[src/rtl/abioc_pkg.sv]
// Shared types and constants of the arcade board I/O controller.
package abioc_pkg;

    // Request kinds
    localparam logic [2:0] ACT_MAIN_WRITE  = 3'd0;
    localparam logic [2:0] ACT_MAIN_READ   = 3'd1;
    localparam logic [2:0] ACT_SOUND_WRITE = 3'd2;
    localparam logic [2:0] ACT_SOUND_READ  = 3'd3;
    localparam logic [2:0] ACT_FRAME_TICK  = 3'd4;
    localparam logic [2:0] ACT_LINE_TICK   = 3'd5;

    // Main CPU write map
    localparam logic [15:0] ADDR_SOUND_IRQ  = 16'h2002;
    localparam logic [15:0] ADDR_FLIP       = 16'h2006;
    localparam logic [15:0] ADDR_IRQ_ENABLE = 16'h2007;
    localparam logic [15:0] ADDR_WATCHDOG   = 16'h2100;
    localparam logic [15:0] ADDR_PAL_BANK   = 16'h2200;
    localparam logic [15:0] ADDR_LATCH      = 16'h2400;

    // Main CPU read map
    localparam logic [15:0] ADDR_IN_COIN    = 16'h2400;
    localparam logic [15:0] ADDR_IN_P1      = 16'h2401;
    localparam logic [15:0] ADDR_IN_P2      = 16'h2402;
    localparam logic [15:0] ADDR_DIP_C      = 16'h2403;
    localparam logic [15:0] ADDR_DIP_A      = 16'h2500;
    localparam logic [15:0] ADDR_DIP_B      = 16'h2501;

    // Sound CPU map
    localparam logic [15:0] ADDR_CHIP0      = 16'h8002;
    localparam logic [15:0] ADDR_SND_LATCH  = 16'h8003;
    localparam logic [15:0] ADDR_CHIP1      = 16'h8004;
    localparam logic [15:0] ADDR_TIMER      = 16'h8005;

    // Configuration register indexes
    localparam int unsigned CFG_IDX_W = 2;
    localparam logic [CFG_IDX_W-1:0] CFG_DIP_A = 2'd0;
    localparam logic [CFG_IDX_W-1:0] CFG_DIP_B = 2'd1;
    localparam logic [CFG_IDX_W-1:0] CFG_DIP_C = 2'd2;

    // DIP switch reset values
    localparam logic [7:0] DIP_A_RESET = 8'hff;
    localparam logic [7:0] DIP_B_RESET = 8'h7b;
    localparam logic [7:0] DIP_C_RESET = 8'hfe;

    typedef struct packed {
        logic [2:0]  action;
        logic [15:0] address;
        logic [7:0]  data;
        logic [7:0]  coin_buttons;
        logic [7:0]  player_one_buttons;
        logic [7:0]  player_two_buttons;
        logic [31:0] sound_cycle_count;
        logic [7:0]  scanline;
    } req_t;

    typedef struct packed {
        logic [7:0] read_data;
        logic       main_irq;
        logic       snd_irq_level;
        logic       sound_chip_write;
        logic       sound_chip_select;
        logic [7:0] sound_chip_data;
        logic       flip_screen;
        logic [6:0] pal_offset;
        logic       reset_request;
    } rsp_t;

endpackage

[src/rtl/arcade_board_io_controller_unit.sv]
// Top level of the arcade board I/O controller: bus decode, latches, watchdog and IRQs.
//
// Each request (a main or sound CPU bus access, a frame tick or a scanline tick) is
// decoded combinationally against the board latches, which update at the edge that
// accepts it; its result goes to an output register backed by one skid entry, so a
// new request is taken every cycle while the result side keeps up, and one more is
// taken after the result side stalls. The rate is one request per clock while the
// result side keeps up. Results follow requests in order through the registered
// output. DIP switch registers are written through the cfg port, which is always
// ready; indexes beyond the third register are ignored.
module arcade_board_io_controller_unit #(
    parameter logic [6:0] WATCHDOG_FRAMES = 7'd120,
    parameter logic [7:0] IRQ_SCANLINE    = 8'd240
) (
    input  logic                                clk,
    input  logic                                rst_n,
    input  logic                                req_valid,
    output logic                                req_stall,
    input  abioc_pkg::req_t                     req,
    output logic                                rsp_valid,
    input  logic                                rsp_stall,
    output abioc_pkg::rsp_t                     rsp,
    input  logic                                cfg_valid,
    output logic                                cfg_ready,
    input  logic [abioc_pkg::CFG_IDX_W-1:0]     cfg_index,
    input  logic [7:0]                          cfg_data
);

    // DIP switches
    logic [7:0] dip_a_reg, dip_b_reg, dip_c_reg;

    // Board latches
    logic [7:0] sound_latch_reg,  sound_latch_next;
    logic       flip_reg,         flip_next;
    logic [2:0] bank_reg,         bank_next;
    logic       vblank_en_reg,    vblank_en_next;
    logic [7:0] snd_irq_reg_reg,  snd_irq_reg_next;
    logic       snd_irq_line_reg, snd_irq_line_next;
    logic [6:0] watchdog_reg,     watchdog_next;
    logic [7:0] port_coin_reg,    port_coin_next;
    logic [7:0] port_p1_reg,      port_p1_next;
    logic [7:0] port_p2_reg,      port_p2_next;

    logic            accept;
    logic [6:0]      wd_inc;
    abioc_pkg::rsp_t result;

    assign cfg_ready = 1'b1;
    assign accept    = req_valid && !req_stall;
    assign wd_inc    = watchdog_reg + 7'd1;

    // Configuration writes
    always_ff @(posedge clk or negedge rst_n)
    begin
        if (!rst_n)
        begin
            dip_a_reg <= abioc_pkg::DIP_A_RESET;
            dip_b_reg <= abioc_pkg::DIP_B_RESET;
            dip_c_reg <= abioc_pkg::DIP_C_RESET;
        end
        else if (cfg_valid && cfg_ready)
        begin
            if (cfg_index == abioc_pkg::CFG_DIP_A)
                dip_a_reg <= cfg_data;
            if (cfg_index == abioc_pkg::CFG_DIP_B)
                dip_b_reg <= cfg_data;
            if (cfg_index == abioc_pkg::CFG_DIP_C)
                dip_c_reg <= cfg_data;
        end
    end

    // Request decode: next latch state and result
    always_comb
    begin
        sound_latch_next  = sound_latch_reg;
        flip_next         = flip_reg;
        bank_next         = bank_reg;
        vblank_en_next    = vblank_en_reg;
        snd_irq_reg_next  = snd_irq_reg_reg;
        snd_irq_line_next = snd_irq_line_reg;
        watchdog_next     = watchdog_reg;
        port_coin_next    = port_coin_reg;
        port_p1_next      = port_p1_reg;
        port_p2_next      = port_p2_reg;
        result            = '0;

        unique case (req.action)
            abioc_pkg::ACT_MAIN_WRITE:
            begin
                unique case (req.address)
                    abioc_pkg::ADDR_SOUND_IRQ:
                    begin
                        // 0 -> 1 transition raises the sound IRQ
                        if (snd_irq_reg_reg == 8'd0 && req.data == 8'd1)
                            snd_irq_line_next = 1'b1;
                        snd_irq_reg_next = req.data;
                    end
                    abioc_pkg::ADDR_FLIP:       flip_next        = req.data[0];
                    abioc_pkg::ADDR_IRQ_ENABLE: vblank_en_next   = req.data[0];
                    abioc_pkg::ADDR_WATCHDOG:   watchdog_next    = 7'd0;
                    abioc_pkg::ADDR_PAL_BANK:   bank_next        = req.data[2:0];
                    abioc_pkg::ADDR_LATCH:      sound_latch_next = req.data;
                    default: ;
                endcase
            end
            abioc_pkg::ACT_MAIN_READ:
            begin
                unique case (req.address)
                    abioc_pkg::ADDR_IN_COIN: result.read_data = port_coin_reg;
                    abioc_pkg::ADDR_IN_P1:   result.read_data = port_p1_reg;
                    abioc_pkg::ADDR_IN_P2:   result.read_data = port_p2_reg;
                    abioc_pkg::ADDR_DIP_C:   result.read_data = dip_c_reg;
                    abioc_pkg::ADDR_DIP_A:   result.read_data = dip_a_reg;
                    abioc_pkg::ADDR_DIP_B:   result.read_data = dip_b_reg;
                    default:                 result.read_data = 8'd0;
                endcase
            end
            abioc_pkg::ACT_SOUND_WRITE:
            begin
                if (req.address == abioc_pkg::ADDR_CHIP0 ||
                    req.address == abioc_pkg::ADDR_CHIP1)
                begin
                    result.sound_chip_write  = 1'b1;
                    result.sound_chip_select = req.address[2];
                    result.sound_chip_data   = req.data;
                end
            end
            abioc_pkg::ACT_SOUND_READ:
            begin
                if (req.address == abioc_pkg::ADDR_SND_LATCH)
                begin
                    // latch read acknowledges the sound IRQ
                    snd_irq_line_next = 1'b0;
                    result.read_data  = sound_latch_reg;
                end
                else if (req.address == abioc_pkg::ADDR_TIMER)
                begin
                    // cycle count / 512, low byte
                    result.read_data = req.sound_cycle_count[16:9];
                end
            end
            abioc_pkg::ACT_FRAME_TICK:
            begin
                if (wd_inc == WATCHDOG_FRAMES)
                begin
                    watchdog_next        = 7'd0;
                    result.reset_request = 1'b1;
                end
                else
                begin
                    watchdog_next = wd_inc;
                end
                port_coin_next = ~req.coin_buttons;
                port_p1_next   = ~req.player_one_buttons;
                port_p2_next   = ~req.player_two_buttons;
            end
            abioc_pkg::ACT_LINE_TICK:
            begin
                result.main_irq = (req.scanline == IRQ_SCANLINE) && vblank_en_reg;
            end
            default: ;
        endcase

        // Status fields reflect the state after this request
        result.snd_irq_level = snd_irq_line_next;
        result.flip_screen   = flip_next;
        result.pal_offset    = {bank_next, 4'b0000};
    end

    // Latch state, updated on each accepted request
    always_ff @(posedge clk or negedge rst_n)
    begin
        if (!rst_n)
        begin
            sound_latch_reg  <= 8'd0;
            flip_reg         <= 1'b0;
            bank_reg         <= 3'd0;
            vblank_en_reg    <= 1'b0;
            snd_irq_reg_reg  <= 8'd0;
            snd_irq_line_reg <= 1'b0;
            watchdog_reg     <= 7'd0;
            port_coin_reg    <= 8'hff;
            port_p1_reg      <= 8'hff;
            port_p2_reg      <= 8'hff;
        end
        else if (accept)
        begin
            sound_latch_reg  <= sound_latch_next;
            flip_reg         <= flip_next;
            bank_reg         <= bank_next;
            vblank_en_reg    <= vblank_en_next;
            snd_irq_reg_reg  <= snd_irq_reg_next;
            snd_irq_line_reg <= snd_irq_line_next;
            watchdog_reg     <= watchdog_next;
            port_coin_reg    <= port_coin_next;
            port_p1_reg      <= port_p1_next;
            port_p2_reg      <= port_p2_next;
        end
    end

    // Result register and skid entry
    abioc_skid #(
        .WIDTH ($bits(abioc_pkg::rsp_t))
    ) u_skid (
        .clk       (clk),
        .rst_n     (rst_n),
        .in_valid  (req_valid),
        .in_stall  (req_stall),
        .in_data   (result),
        .out_valid (rsp_valid),
        .out_stall (rsp_stall),
        .out_data  (rsp)
    );

endmodule

[src/rtl/abioc_skid.sv]
// Output register with a skid stage between the decode logic and the result channel.
module abioc_skid #(
    parameter int unsigned WIDTH = 8
) (
    input  logic             clk,
    input  logic             rst_n,
    input  logic             in_valid,
    output logic             in_stall,
    input  logic [WIDTH-1:0] in_data,
    output logic             out_valid,
    input  logic             out_stall,
    output logic [WIDTH-1:0] out_data
);

    logic             out_valid_reg, out_valid_next;
    logic [WIDTH-1:0] out_data_reg,  out_data_next;
    logic             skid_valid_reg, skid_valid_next;
    logic [WIDTH-1:0] skid_data_reg,  skid_data_next;
    logic             push;
    logic             out_free;

    assign in_stall  = skid_valid_reg;
    assign push      = in_valid && !skid_valid_reg;
    assign out_free  = !out_valid_reg || !out_stall;
    assign out_valid = out_valid_reg;
    assign out_data  = out_data_reg;

    // Refill the output from the skid entry first, else straight from the input
    always_comb
    begin
        out_valid_next  = out_valid_reg;
        out_data_next   = out_data_reg;
        skid_valid_next = skid_valid_reg;
        skid_data_next  = skid_data_reg;
        if (out_free)
        begin
            if (skid_valid_reg)
            begin
                out_valid_next  = 1'b1;
                out_data_next   = skid_data_reg;
                skid_valid_next = 1'b0;
            end
            else
            begin
                out_valid_next = push;
                out_data_next  = in_data;
            end
        end
        else if (push)
        begin
            skid_valid_next = 1'b1;
            skid_data_next  = in_data;
        end
    end

    // Control flags
    always_ff @(posedge clk or negedge rst_n)
    begin
        if (!rst_n)
        begin
            out_valid_reg  <= 1'b0;
            skid_valid_reg <= 1'b0;
        end
        else
        begin
            out_valid_reg  <= out_valid_next;
            skid_valid_reg <= skid_valid_next;
        end
    end

    // Payload
    always_ff @(posedge clk)
    begin
        out_data_reg  <= out_data_next;
        skid_data_reg <= skid_data_next;
    end

endmodule
[config.mk]
export PLATFORM = sky130hd
export DESIGN_NAME = arcade_board_io_controller_unit
export DESIGN_NICKNAME = d
export VERILOG_FILES = /design/src/rtl/abioc_pkg.sv /design/src/rtl/arcade_board_io_controller_unit.sv /design/src/rtl/abioc_skid.sv
export SDC_FILE = /design/constraint.sdc
export NUM_CORES = 1
export LEC_CHECK = 0
export ABC_AREA = 0
export BUFFER_PORTS_ARGS = -buffer_cell sky130_fd_sc_hd__buf_2
export CAP_MARGIN = 20
export CELL_PAD_IN_SITES_DETAIL_PLACEMENT = 1
export CELL_PAD_IN_SITES_GLOBAL_PLACEMENT = 1
export CORE_AREA = 2 2 142 144
export CTS_CLUSTER_DIAMETER = 60
export DETAILED_ROUTE_END_ITERATION = 10
export DIE_AREA = 0 0 144 146
export PLACE_DENSITY_LB_ADDON = 0.08
export REMOVE_ABC_BUFFERS = 1
export SLEW_MARGIN = 20
export SYNTH_ARGS = -nofsm -noshare
export SYNTH_HDL_FRONTEND = slang
export SYNTH_SLANG_ARGS = --single-unit
export TNS_END_PERCENT = 10
[constraint.sdc]
create_clock -name clk -period 2.35 [get_ports clk]
set_input_delay 0.235 -clock clk [delete_from_list [all_inputs] [get_ports clk]]
set_output_delay 0.235 -clock clk [all_outputs]
set_load 0.01 [all_outputs]
Word level (Yosys, flattened, before mapping)
Index checks and enable logic that the tools add are counted.

Add/sub/neg operators: 1. Reductions and logical operators: 22. Bitwise logic cells: 4. Equality and inequality tests: 26. Mux-type cells: 24.

Operators with widths (number): == test 16 x 14 -> 1 bit, second input constant (11); == test 16 bit, second input constant (4); one-hot mux 8 bit (6 select lines) (1); 2-to-1 mux 29 bit (1); NOT 8 bit (3); 2-to-1 mux 10 bit (2); 2-to-1 mux 8 bit (2); one-hot mux 8 bit (2 select lines) (1); 2-to-1 mux 7 bit (2); one-hot mux 7 bit (2 select lines) (1); AND reduction 3 bit (4); 2-to-1 mux 1 bit (11); AND reduction 2 bit (5); == test 8 x 1 -> 1 bit, second input constant (1); == test 8 bit, second input constant (1); zero test 8 bit (1); adder 7 x 1 -> 7 bit, second input constant (1); == test 7 bit, second input constant (1); == test 3 x 2 -> 1 bit, second input constant (2); == test 3 bit, second input constant (2); 2-to-1 mux 3 bit (2); nonzero test 2 bit (2); == test 3 x 1 -> 1 bit, second input constant (1); logical AND 1 bit (3); 9 further kinds (12).

Input port bits: 106. Logic and storage cells: 94. Register bits: 129.

Depth between registers and ports, before layout
Word-level depth: 6. Depth in mapped cells: 7.

By module
From an unflattened synthesis, not the netlist that was laid out.

Cell total of the unflattened synthesis: 456. Area, all modules: 6319.8 µm².

Modules (own cells, without submodules): arcade_board_io_controller_unit (cells each 359, times used 1, area an instance 4001.3 µm²); abioc_skid (cells each 97, times used 1, area an instance 2318.5 µm²).

Least setup slack after synthesis
Ideal clock, no wire load.

Kind: reg2reg. Start point: register u_skid.out_valid_reg (netlist: u_skid.out_valid). End point: register u_skid.skid_data_reg[0] (enable). Required time: 1.943 ns. Stages on the path, launching flop included: 3. Setup time: 0.407 ns. Data arrival time: 2.160 ns. Buffers on the path: 0. Path slack: -0.217 ns. Cells stage by stage: dfrtp_1 -> nand2_1 -> nor2_1.

Cells in the longest elaborated chain, start to end: 4.

RTL lines: start: declaration (RTL line abioc_skid.sv:15) `logic out_valid_reg, out_valid_next;`; start signal: assignment (RTL line abioc_skid.sv:66) `out_valid_reg <= out_valid_next;`; zero test 1 bit (RTL line abioc_skid.sv:24) `assign out_free = !out_valid_reg || !out_stall;`; logical OR 1 bit (RTL line abioc_skid.sv:24); NOT 1 bit (no source line); AND reduction 2 bit (no source line); end signal: assignment (RTL line abioc_skid.sv:75) `skid_data_reg <= skid_data_next;`; end: declaration (RTL line abioc_skid.sv:18) `logic [WIDTH-1:0] skid_data_reg, skid_data_next;`.

No other way between the ends. A chain may end at the register's enable or synchronous reset.

Worst setup path in the final report
Start point: input req[77] in the netlist's numbering. End point: register u_skid.out_data_reg[5] (netlist: u_skid.out_data[5]), data pin.

Cells in the longest elaborated chain, start to end: 4.

RTL lines: start: declaration (RTL line arcade_board_io_controller_unit.sv:19) `input abioc_pkg::req_t req,`; == test 16 x 14 -> 1 bit (RTL line arcade_board_io_controller_unit.sv:90) `unique case (req.address)`; 2-to-1 mux 3 bit (RTL line arcade_board_io_controller_unit.sv:90); 2-to-1 mux 3 bit (RTL line arcade_board_io_controller_unit.sv:87) `unique case (req.action)`; via bank_next[0] (RTL line arcade_board_io_controller_unit.sv:35) `logic [2:0] bank_reg, bank_next;`; 2-to-1 mux 29 bit (RTL line abioc_skid.sv:37) `if (skid_valid_reg)`; end signal: assignment (RTL line abioc_skid.sv:74) `out_data_reg <= out_data_next;`; end: declaration (RTL line abioc_skid.sv:16) `logic [WIDTH-1:0] out_data_reg, out_data_next;`.

The timed path passes the listed nets, and every way through them passes these cells.

==> summary.txt <==
sequential share of power - 44.3%
initial antenna violation count - 0
busiest grt layer - met2
combinational share of power - 11.3%
die span in y - 146 um
Syn Area/Cell - 12.1 sq um
first drt pass iteration count - 4
clk sinks - 129
post-synth top area cell - edfxtp_1
GRT met2 Usage - 28.9%
final antenna-violating net count - 0
worst setup margin - 0.483 ns
Distinct cells, synth - 53
ant diodes - 0
Setup TNS - 0 ns
worst-skew pair later-pin latency - 0.42 ns
Int Pwr - 4.97 mW
layout cell share with drive strength beyond 1 - 42.7%
synthesized flop and latch total - 129
Worst Hold Class - primary input to flop
clock input transition at the sequential cells of the worst setup and hold paths - 0.06 ns
GRT Total Usage - 16.9%
Worst-Margin Slew - 0.644 ns
ys flop type - edfxtp_1
sw frac - 23.7%
Slew HR - 56.5%
Power Density - 808 mW/mm^2
arrival time worst endpoint - 2.03 ns
Worst Setup Path Type - primary input to flop
Ys Warns - 0
unrepaired setup endpoints after global routing - false
CTS Buf Count - 17
max-cap viol count - 0
met3 usage - 3.26%
Mapped Cells - 503
Max Slew Vio Count - 0
Final Non-Filler Cells - 944
sequential share of the synthesized area - 57.9%
EDFF count, synth - 50
Synth Cell Area - 0.00610 sq mm
routed vias/inst - 4.87
final setup skew - 0.0171 ns
number of global-route vias before repair - 4900
fmax - 0.536 GHz
Routed WL - 17.0 mm
fill count - 2112
TritonCTS clock tree - done
Sequential Area - 0.00353 sq mm
top post-synthesis cells by area - edfxtp_1 (25%), dfstp_2 (19%), dfrtp_1 (14%)
area grow syn2layout - 32.3%
Final Instance Area - 0.00807 sq mm
Worst Path Max Fanout - 3
largest net degree at the start of global routing - 52
H-tree depth - 4
Placed Area - 0.00718 sq mm
Overflow after GRT - 0
DPL Wire Length - 12.6 mm
IO buf count - 108
first-pass GRT wire length - 27.2 mm
worst path required time - 2.51 ns
die area - 0.0210 sq mm
initial drt markers - 175
maximum VDD drop - 0.473 mV
vias - 4596
CP Launch Type - primary input
Core Region - 0.0193 sq mm
crit share post-route - 79.5%
status - finished, final reports clean
area occupied by multi-input gates - 0.00245 sq mm
Synth top cells by count - mux2_2 (63), edfxtp_1 (50), nor2_1 (47)
most common cell in the netlist - mux2_2
clk buf depth - 2
fin util - 41.7%
Switch Pwr - 1.55 mW
Yosys top cell area share - 24.6%
nets@finish - 773
starting density of the core - 31.5%
FFs w/ async S/R, synth - 61.2%
cell count after placement - 887
clock root buffer - clkbuf_16
Setup-failing EPs final - 0
num ports - 138
met1 Usage GRT - 21.6%
# rows - 51
DRC errors left - 0
Final Hold Viols - 0
GPL Wtd Cong - 0.738
dpl ws - 0.0524 ns
leak pwr - 3.37 nW
DIE WIDTH - 144 um
Clk pwr share - 44.4%
Worst setup EP type - flop
routed length per instance - 18.0 um
Period minus WS final - 1.87 ns
## timing repair
action	in CTS	in global routing
gates resized for setup	0	0
endpoints found under the hold margin	39	0
hold buffers	25	0
setup buffers	0	0
## per-layer routing
metal / wire length [um] / share of wire [%]
met1: 7590 / 45
met2: 8700 / 51
met3: 555 / 3.3
met4: 192 / 1.1
met5: 0 / 0
## metrics by stage
stage | hold slack (ns) | total power, mW
6_report | 0.0578 | 6.52
5_1_grt | 0.0557 | 6.81
4_1_cts | 0.0382 | 6.61
3_5_place_dp | 0.228 | 3.65
3_3_place_gp | 0.223 | 3.62
2_1_floorplan | -0.0606 | 3.28
## cells in the final DEF, fill, tap and decap left out, types with 10 or more instances in the layout
cell           count
and2_1            10
nand4_1           11
nand2_1           43
a31oi_1           12
dfrtp_1           34
dfstp_2           45
buf_2            107
o21ai_0           17
clkbuf_16         17
buf_4             30
nor2_1            45
a21oi_1           26
dlygate4sd3_1     25
mux2_2            63
edfxtp_1          50
## cell type report
cell class | count | area share, %
Clock buffer | 19 | 5.37
Timing Repair Buffer | 166 | 13.5
Tap cell | 265 | 4.11
Sequential cell | 129 | 43.8
Clock inverter | 13 | 2.59
Inverter | 6 | 0.279
Multi-Input combinational cell | 346 | 30.3
## critical path, stage by stage
cell and delay [ns]:
buf_2 0.13, nor4_4 0.40, nand4b_4 0.14, nor4b_2 0.32, buf_4 0.19, mux2_2 0.35
mux2_2 0.26
## cells by family (layout without fill, tap and decap cells)
family	count (synthesis)	after routing	share of synthesized area, %
other	2	5	0.123
DFF	129	129	57.9
adders and majority gates	1	1	0.205
muxes	69	69	12.7
buffers and inverters	31	204	2.28
xor gates and xnor gates	1	1	0.144
and+or+nand+nor	177	177	16.9
AOI/OAI and AO/OA	93	93	9.72
## final timing paths
check | start | end | slack (ns) | cells after the start
hold reg to reg | port_p2_reg[4] | port_p2_reg[4] | 0.51 | 2
setup / recovery | req[77] | u_skid.out_data[5] | 0.48 | 7
setup reg to reg | u_skid.in_stall | sound_latch_reg[1] | 0.49 | 6
max in group asynchronous | rst_n | port_p1_reg[4] | 1.38 | 3
min in group asynchronous | rst_n | snd_irq_line_reg | 0.32 | 2
hold / removal | req_valid | u_skid.out_valid | 0.06 | 3
## power groups by stage
stage | Combinational (mW) | Clock [mW] | Sequential [mW]
after floorplan | 0.375 | 0 | 2.90
after global placement | 0.700 | 0 | 2.92
after detailed placement | 0.721 | 0 | 2.93
after CTS | 0.756 | 2.97 | 2.89
after global routing | 0.822 | 3.06 | 2.92
final | 0.739 | 2.89 | 2.89
Note: power is estimated with default switching activity, not from simulation.
